**src/hdl/kscd_pkg.sv**
```systemverilog
// Package for the keyboard scancode line decoder.
// Holds the scancode constants, the event kinds, the result record and the key map.
// No dependencies.
`default_nettype none

package kscd_pkg;

	// Field widths
	localparam int unsigned CODE_W = 8;
	localparam int unsigned CHAR_W = 7;
	localparam int unsigned POS_W  = 8;
	localparam int unsigned KIND_W = 3;

	// Default longest line
	localparam int unsigned LINE_MAX_DEF = 255;

	// Scancodes with a special meaning
	localparam logic [CODE_W-1:0] SC_CTRL_DOWN    = 8'h1D;
	localparam logic [CODE_W-1:0] SC_CTRL_UP      = 8'h9D;
	localparam logic [CODE_W-1:0] SC_LSHIFT_DOWN  = 8'h2A;
	localparam logic [CODE_W-1:0] SC_RSHIFT_DOWN  = 8'h36;
	localparam logic [CODE_W-1:0] SC_LSHIFT_UP    = 8'hAA;
	localparam logic [CODE_W-1:0] SC_RSHIFT_UP    = 8'hB6;
	localparam logic [CODE_W-1:0] SC_KEY_C        = 8'h2E;
	localparam logic [CODE_W-1:0] SC_ENTER        = 8'h1C;
	localparam logic [CODE_W-1:0] SC_BACKSPACE    = 8'h0E;

	// Offset from upper to lower case
	localparam logic [CHAR_W-1:0] CASE_OFFSET = 7'd32;

	// Event kinds on the result channel
	typedef enum logic [KIND_W-1:0] {
		EV_NONE      = 3'd0,
		EV_CHAR      = 3'd1,
		EV_BACKSPACE = 3'd2,
		EV_ENTER     = 3'd3,
		EV_INTERRUPT = 3'd4
	} event_kind_t;

	// One result item
	typedef struct packed {
		event_kind_t       kind;
		logic [CHAR_W-1:0] char_code;
		logic [POS_W-1:0]  line_position;
		logic              char_stored;
	} result_t;

	// Set-1 make code to ASCII, letters in upper case; zero means no character.
	function automatic logic [CHAR_W-1:0] key_char(input logic [CHAR_W-1:0] code);
		logic [CHAR_W-1:0] ch;
		ch = '0;
		unique case (code)
			7'h02: ch = 7'h31;
			7'h03: ch = 7'h32;
			7'h04: ch = 7'h33;
			7'h05: ch = 7'h34;
			7'h06: ch = 7'h35;
			7'h07: ch = 7'h36;
			7'h08: ch = 7'h37;
			7'h09: ch = 7'h38;
			7'h0A: ch = 7'h39;
			7'h0B: ch = 7'h30;
			7'h0C: ch = 7'h2D;
			7'h0D: ch = 7'h3D;
			7'h1E: ch = 7'h41;
			7'h30: ch = 7'h42;
			7'h2E: ch = 7'h43;
			7'h20: ch = 7'h44;
			7'h12: ch = 7'h45;
			7'h21: ch = 7'h46;
			7'h22: ch = 7'h47;
			7'h23: ch = 7'h48;
			7'h17: ch = 7'h49;
			7'h24: ch = 7'h4A;
			7'h25: ch = 7'h4B;
			7'h26: ch = 7'h4C;
			7'h32: ch = 7'h4D;
			7'h31: ch = 7'h4E;
			7'h18: ch = 7'h4F;
			7'h19: ch = 7'h50;
			7'h10: ch = 7'h51;
			7'h13: ch = 7'h52;
			7'h1F: ch = 7'h53;
			7'h14: ch = 7'h54;
			7'h16: ch = 7'h55;
			7'h2F: ch = 7'h56;
			7'h11: ch = 7'h57;
			7'h2D: ch = 7'h58;
			7'h15: ch = 7'h59;
			7'h2C: ch = 7'h5A;
			7'h39: ch = 7'h20;
			7'h33: ch = 7'h2C;
			7'h34: ch = 7'h2E;
			7'h35: ch = 7'h2F;
			default: ch = '0;
		endcase
		return ch;
	endfunction

endpackage

`default_nettype wire

```
**src/hdl/kscd_core.sv**
```systemverilog
// Decode step of the scancode line decoder: modifier and line-length state plus
// the combinational decision for one scancode. Depends on kscd_pkg.
`default_nettype none

module kscd_core import kscd_pkg::*; #(
	parameter int unsigned LINE_MAX = LINE_MAX_DEF
) (
	input  wire logic              clk,
	input  wire logic              arst_n,
	input  wire logic              fire,            // apply this scancode now
	input  wire logic [CODE_W-1:0] scancode,
	input  wire logic              process_running,
	output result_t                res
);

	localparam logic [POS_W-1:0] LINE_LIMIT = POS_W'(LINE_MAX);

	logic             ctrl_held_q;
	logic             shift_held_q;
	logic [POS_W-1:0] line_length_q;

	logic             ctrl_nxt;
	logic             shift_nxt;
	logic [POS_W-1:0] length_nxt;
	logic [CHAR_W-1:0] map_char;
	logic              is_letter;

	assign map_char  = key_char(scancode[CHAR_W-1:0]);
	assign is_letter = (map_char >= 7'h41) && (map_char <= 7'h5A);

	// Modifier updates come first and are seen by the rest of the decision.
	always_comb begin
		ctrl_nxt  = ctrl_held_q;
		shift_nxt = shift_held_q;
		if (scancode == SC_CTRL_DOWN) begin
			ctrl_nxt = 1'b1;
		end
		if (scancode == SC_CTRL_UP) begin
			ctrl_nxt = 1'b0;
		end
		if (scancode == SC_LSHIFT_DOWN || scancode == SC_RSHIFT_DOWN) begin
			shift_nxt = 1'b1;
		end
		if (scancode == SC_LSHIFT_UP || scancode == SC_RSHIFT_UP) begin
			shift_nxt = 1'b0;
		end
	end

	// Event decision in priority order: release, ctrl+C, enter, blocked, backspace, key.
	always_comb begin
		res        = '{kind: EV_NONE, char_code: '0, line_position: '0, char_stored: 1'b0};
		length_nxt = line_length_q;
		if (scancode[CODE_W-1]) begin
			res.kind = EV_NONE;
		end else if (ctrl_nxt && scancode == SC_KEY_C) begin
			res.kind = process_running ? EV_INTERRUPT : EV_NONE;
		end else if (scancode == SC_ENTER) begin
			res.kind          = EV_ENTER;
			res.line_position = line_length_q;
			length_nxt        = '0;
		end else if (process_running) begin
			res.kind = EV_NONE;
		end else if (scancode == SC_BACKSPACE) begin
			if (line_length_q != '0) begin
				res.kind   = EV_BACKSPACE;
				length_nxt = line_length_q - POS_W'(1);
			end
		end else if (map_char != '0) begin
			res.kind          = EV_CHAR;
			res.char_code     = (!shift_nxt && is_letter) ? (map_char + CASE_OFFSET) : map_char;
			res.line_position = line_length_q;
			if (line_length_q < LINE_LIMIT) begin
				res.char_stored = 1'b1;
				length_nxt      = line_length_q + POS_W'(1);
			end
		end
	end

	// Held state and line length advance once per processed beat.
	always_ff @(posedge clk or negedge arst_n) begin
		if (!arst_n) begin
			ctrl_held_q   <= 1'b0;
			shift_held_q  <= 1'b0;
			line_length_q <= '0;
		end else if (fire) begin
			ctrl_held_q   <= ctrl_nxt;
			shift_held_q  <= shift_nxt;
			line_length_q <= length_nxt;
		end
	end

endmodule

`default_nettype wire

```
**src/hdl/keyboard_scancode_line_decoder.sv**
```systemverilog
// Top level of the keyboard scancode line decoder: input register, decode step
// and result register. Depends on kscd_pkg and kscd_core.
//
//  Channel   Dir  Payload
//  s_axis    in   tdata[7:0] scancode, tdata[8] process_running
//  m_axis    out  tdata[6:0] char_code, [14:7] line_position, [15] char_stored;
//                 tuser[2:0] event_kind
//
// One beat in and one beat out per cycle while m_axis does not stall; a beat passes
// the input register, then the single decode step, then the result register.
// Reset clears the held modifiers, the line length and both valid flags.
// A stall on m_axis holds the result; one more beat waits in the input
// register, after which s_axis_tready drops until the result is taken.
`default_nettype none

module keyboard_scancode_line_decoder import kscd_pkg::*; #(
	parameter int unsigned LINE_MAX = LINE_MAX_DEF
) (
	input  wire logic        clk,
	input  wire logic        arst_n,
	input  wire logic        s_axis_tvalid,
	output      logic        s_axis_tready,
	input  wire logic [15:0] s_axis_tdata,   // [7:0] scancode, [8] process_running
	output      logic        m_axis_tvalid,
	input  wire logic        m_axis_tready,
	output      logic [15:0] m_axis_tdata,   // [6:0] char_code, [14:7] line_position,
	                                          // [15] char_stored
	output      logic [2:0]  m_axis_tuser    // [2:0] event_kind
);

	logic              valid_s1;
	logic [CODE_W-1:0] scancode_s1;
	logic              running_s1;
	logic              advance;
	result_t           res;
	result_t           res_q;

	// The stage moves forward when the result register is empty or being drained.
	assign advance       = valid_s1 && (!m_axis_tvalid || m_axis_tready);
	assign s_axis_tready = !valid_s1 || advance;

	// Input register
	always_ff @(posedge clk or negedge arst_n) begin
		if (!arst_n) begin
			valid_s1 <= 1'b0;
		end else if (s_axis_tready) begin
			valid_s1 <= s_axis_tvalid;
		end
	end

	always_ff @(posedge clk) begin
		if (s_axis_tready && s_axis_tvalid) begin
			scancode_s1 <= s_axis_tdata[7:0];
			running_s1  <= s_axis_tdata[8];
		end
	end

	// Decode step with the held state
	kscd_core #(
		.LINE_MAX (LINE_MAX)
	) u_core (
		.clk             (clk),
		.arst_n          (arst_n),
		.fire            (advance),
		.scancode        (scancode_s1),
		.process_running (running_s1),
		.res             (res)
	);

	// Result register
	always_ff @(posedge clk or negedge arst_n) begin
		if (!arst_n) begin
			m_axis_tvalid <= 1'b0;
		end else if (advance) begin
			m_axis_tvalid <= 1'b1;
		end else if (m_axis_tready) begin
			m_axis_tvalid <= 1'b0;
		end
	end

	always_ff @(posedge clk) begin
		if (advance) begin
			res_q <= res;
		end
	end

	assign m_axis_tdata = {res_q.char_stored, res_q.line_position, res_q.char_code};
	assign m_axis_tuser = res_q.kind;

endmodule

`default_nettype wire

```
**config.mk**
```make
export PLATFORM = sky130hd
export DESIGN_NAME = keyboard_scancode_line_decoder
export DESIGN_NICKNAME = d
export VERILOG_FILES = /design/src/hdl/kscd_pkg.sv /design/src/hdl/kscd_core.sv /design/src/hdl/keyboard_scancode_line_decoder.sv
export SDC_FILE = /design/constraint.sdc
export NUM_CORES = 1
export LEC_CHECK = 0
export BUFFER_PORTS_ARGS = -buffer_cell sky130_fd_sc_hd__buf_2
export CAP_MARGIN = 20
export CORE_AREA = 3 3 101 83
export CTS_BUF_LIST = sky130_fd_sc_hd__clkbuf_8
export CTS_CLUSTER_SIZE = 28
export DETAILED_ROUTE_END_ITERATION = 10
export DIE_AREA = 0 0 104 86
export MAX_ROUTING_LAYER = met4
export PLACE_DENSITY = 0.6
export RECOVER_POWER = 25
export SYNTH_ARGS = -nofsm -noshare
export SYNTH_HDL_FRONTEND = slang
export SYNTH_SLANG_ARGS = --single-unit
export TNS_END_PERCENT = 5
```
**constraint.sdc**
```tcl
create_clock -name clk -period 2.35 [get_ports clk]
set_input_delay 0.1175 -clock clk [delete_from_list [all_inputs] [get_ports clk]]
set_output_delay 0.1175 -clock clk [all_outputs]
set_load 0.1 [all_outputs]
```
==> impl_metrics.ini <==
[run_status]
run_status = complete, but fails checks
violations = negative setup slack

[power]
vdd_drop_max_v = 0.000321
p_comb_share_pct = 36.1
power_per_cell_area_nw_per_um2 = 639
seq_power_share_pct = 43.0
internal_power_uw = 1560
swShare_pct = 37.5
switchingPower_uw = 934
p_leak_uw = 0.00163
total_power_uw = 2490
clkPwrFrac_pct = 20.9

[global_routing]
track_usage_pct = 16.8
grt_pass1_vias = 2315
grt_overflow = 0
grt_pass1_wl_um = 11800
grt_max_degree = 21
antenna_found_initial = 0

[critical_path]
reg2reg_slack_ns = -0.28
start_kind = flip-flop
critPathMaxFanout = 6
path_class = flip-flop to flip-flop
slowest_stage = edfxtp_1
crit_path_end = u_core.line_length_q[7]$_DFFE_PN0P_
crit_arrival_ns = 2.82
reg2regPathDepth = 9
timing.rr.end = u_core.line_length_q[7]$_DFFE_PN0P_
crit_path_max_incr_delay_ns = 0.41
path_cells = and4bb_4 > and4b_4 > ha_4 > a21oi_4 > o211ai_1 > o41ai_2 > xnor2_1 > and3_1 > a211o_1
rr_startpoint = scancode_s1[7]$_DFFE_PN_
cp_data_required_time_ns = 2.54
critical_path.startpoint = scancode_s1[7]$_DFFE_PN_
cp-end-kind = flip-flop

[yosys]
yosys-top-cells-area = edfxtp_1 (28%), dfrtp_1 (10%), ha_1 (7.2%)
synth_top_area_cell = edfxtp_1
synth_top_area_share_pct = 28.5
ys.flop_type = edfxtp_1
synthesis.nets = 332
ys_seq_elements = 47
async_flop_share_pct = 25.5
syn_avg_cell_area_um2 = 10.0
ys_types = 60
yosysWarnings = 0
ys_seq_area_share_pct = 43.4
synth_cells = 294
synth_edf_count = 28
syn-cell-area_um2 = 2950

[drt]
wl_per_cell_um = 15.1
ant_nets = 0
drc = 0
drtIter0Drc = 167
routed_via_density = 5.28
vias = 2578
wl_um = 7360
dr.pass1.iters = 4

[floorplan]
die_w_um = 104
io_pins = 41
core-area_um2 = 7430
die_area_um2 = 8940
die_h_um = 86
rows = 28
start_util_pct = 39.8

[sta]
slew_viol_final = 0
finalCriticalPeriod_ns = 2.63
setup_viol_count_final = 8
maxClockFrequency_mhz = 380
relSlewSlack_pct = 48.1
fin_skew_ns = 0.00779
worst_pin_slew_ns = 0.779
hold_viol_final = 0
period_share_pct = 112
rsz0062_at_grt = true
fin_ws_ns = -0.279

[cells_and_area]
syn_to_final_growth_pct = 32.1
diodes = 0
drive_gt1_share_pct = 31.1
fillCellCount = 706
final_cells = 488
finalNetCount = 420

[worst_hold_path]
hp-start = s_axis_tdata[3]
hold_path_class = input pin to flip-flop

[flow_run]
drv_cap = 0

[clock_network]
cts_tree = built
numCtsBuffers = 5
insertion_delay_ns = 0.30
path_clk_slew_ns = 0.09
clock_sinks = 47
h-tree-depth = 2
root_buffer = clkbuf_8
cts.path.max_buffers = 2

[place]
dp_hpwl_um = 5520
dp.cells = 473
globalplace.congestion = 0.899
placement.io_buffers = 33
## synthesized netlist by cell type, drive strengths merged (3+ instances only)
cell type and instances:
nand2 25, nor3 9, ha 17, inv 16, nor4 5, a31oi 4
buf 5, edfxtp 28, o41ai 3, a21oi 11, a22o 6, nor2 17
dfxtp 7, mux2 3, o21bai 3, o211a 3, a211oi 7, and2 15
o211ai 7, nand2b 8, nand3 7, clkbuf 6, nand4b 4, xnor2 6
o21ai 10, mux2i 7, dfrtp 12, and3 3, or3 3, nand4 4
## cell usage in the layout (no fill, tap or decap), types with 10 or more instances in the layout
cell type   n
buf_2      24
and2_1     15
nand2_1    25
nor2_1     16
clkbuf_1   10
dfrtp_1    11
inv_1      14
edfxtp_1   28
ha_1       10
buf_4      52
## power by group through the flow
stage	combinational, uW	clock, uW	sequential (uW)
after global placement	829	0	1070
after detailed placement	842	0	1080
after global routing	971	577	1090
after CTS	857	540	1060
final	901	522	1070
after floorplan	400	0	1250
## metrics by stage
stage | util [%] | setup TNS, ns | worst slack, ns | hold slack [ns] | cell area [um^2]
final | 52.6 | -0.924 | -0.279 | 0.0503 | 3900
after global routing | 52.6 | -1.95 | -0.342 | 0.0450 | 3900
after CTS | 51.0 | -0.948 | -0.220 | 0.00260 | 3790
after detailed placement | 48.8 | -2.54 | -0.379 | 0.0293 | 3620
after global placement | 48.8 | -1.17 | -0.221 | 0.0250 | 3620
after floorplan | - | -2.50 | -0.312 | -0.178 | 3000
## logic make-up after synthesis
kind of cell / Yosys count / share of synthesized area [%]
flops: 47 / 43.4
fa+ha+maj: 18 / 7.88
xor+xnor: 8 / 2.37
compound gates: 71 / 17.6
simple gates: 113 / 21.6
mux: 10 / 3.52
buf+inv: 27 / 3.73
## critical path: cells and delay by family, from the launching register on
kind                     cells  cell delay, ns
XOR/XNOR                     1            0.14
adder cells (fa/ha/maj)      1            0.24
AND/OR/NAND/NOR              3            0.84
flip-flops                   1            0.41
AO/OA/AOI/OAI                4            0.88
## worst min-delay path by stage
stage,to,slack (ns),cells after the start
after CTS,scancode_s1[6]$_DFFE_PN_,0.003,1
after detailed placement,u_core.line_length_q[4]$_DFFE_PN0P_,0.03,1
final,scancode_s1[3]$_DFFE_PN_,0.05,1
after floorplan,u_core.ctrl_held_q$_DFFE_PN0P_,-0.18,0
after global placement,u_core.line_length_q[5]$_DFFE_PN0P_,0.02,1
after global routing,scancode_s1[3]$_DFFE_PN_,0.05,1
## routing by layer
| metal | wire length [um] | track usage [%] | vias to the layer above |
|---|---|---|---|
| met5 | 0 | - | - |
| met4 | 33 | 2.90 | 0 |
| met3 | 321 | 2.86 | 5 |
| met2 | 3200 | 24.4 | 64 |
| met1 | 3810 | 24.8 | 1220 |
| li1 | - | - | 1289 |
## timing repair
item / CTS / global route
endpoints found under the hold margin: 15 / 1
hold buffers: 4 / 1
endpoints found under the setup margin: 16 / 26
pin swaps: 4 / 11
setup buffers: 0 / 2
gates resized for setup: 6 / 16
## final cells by class
| cell class | count | area, um^2 | share of cell area [%] |
|---|---|---|---|
| Multi-Input combinational cell | 220 | 1720 | 43.9 |
| Sequential cell | 47 | 1280 | 32.9 |
| Timing Repair Buffer | 92 | 609 | 15.6 |
| Tap cell | 105 | 131 | 3.37 |
| Clock buffer | 6 | 82.6 | 2.12 |
| Inverter | 16 | 63.8 | 1.63 |
| Clock inverter | 2 | 16.3 | 0.417 |
Power figures use the tool's default switching activity.
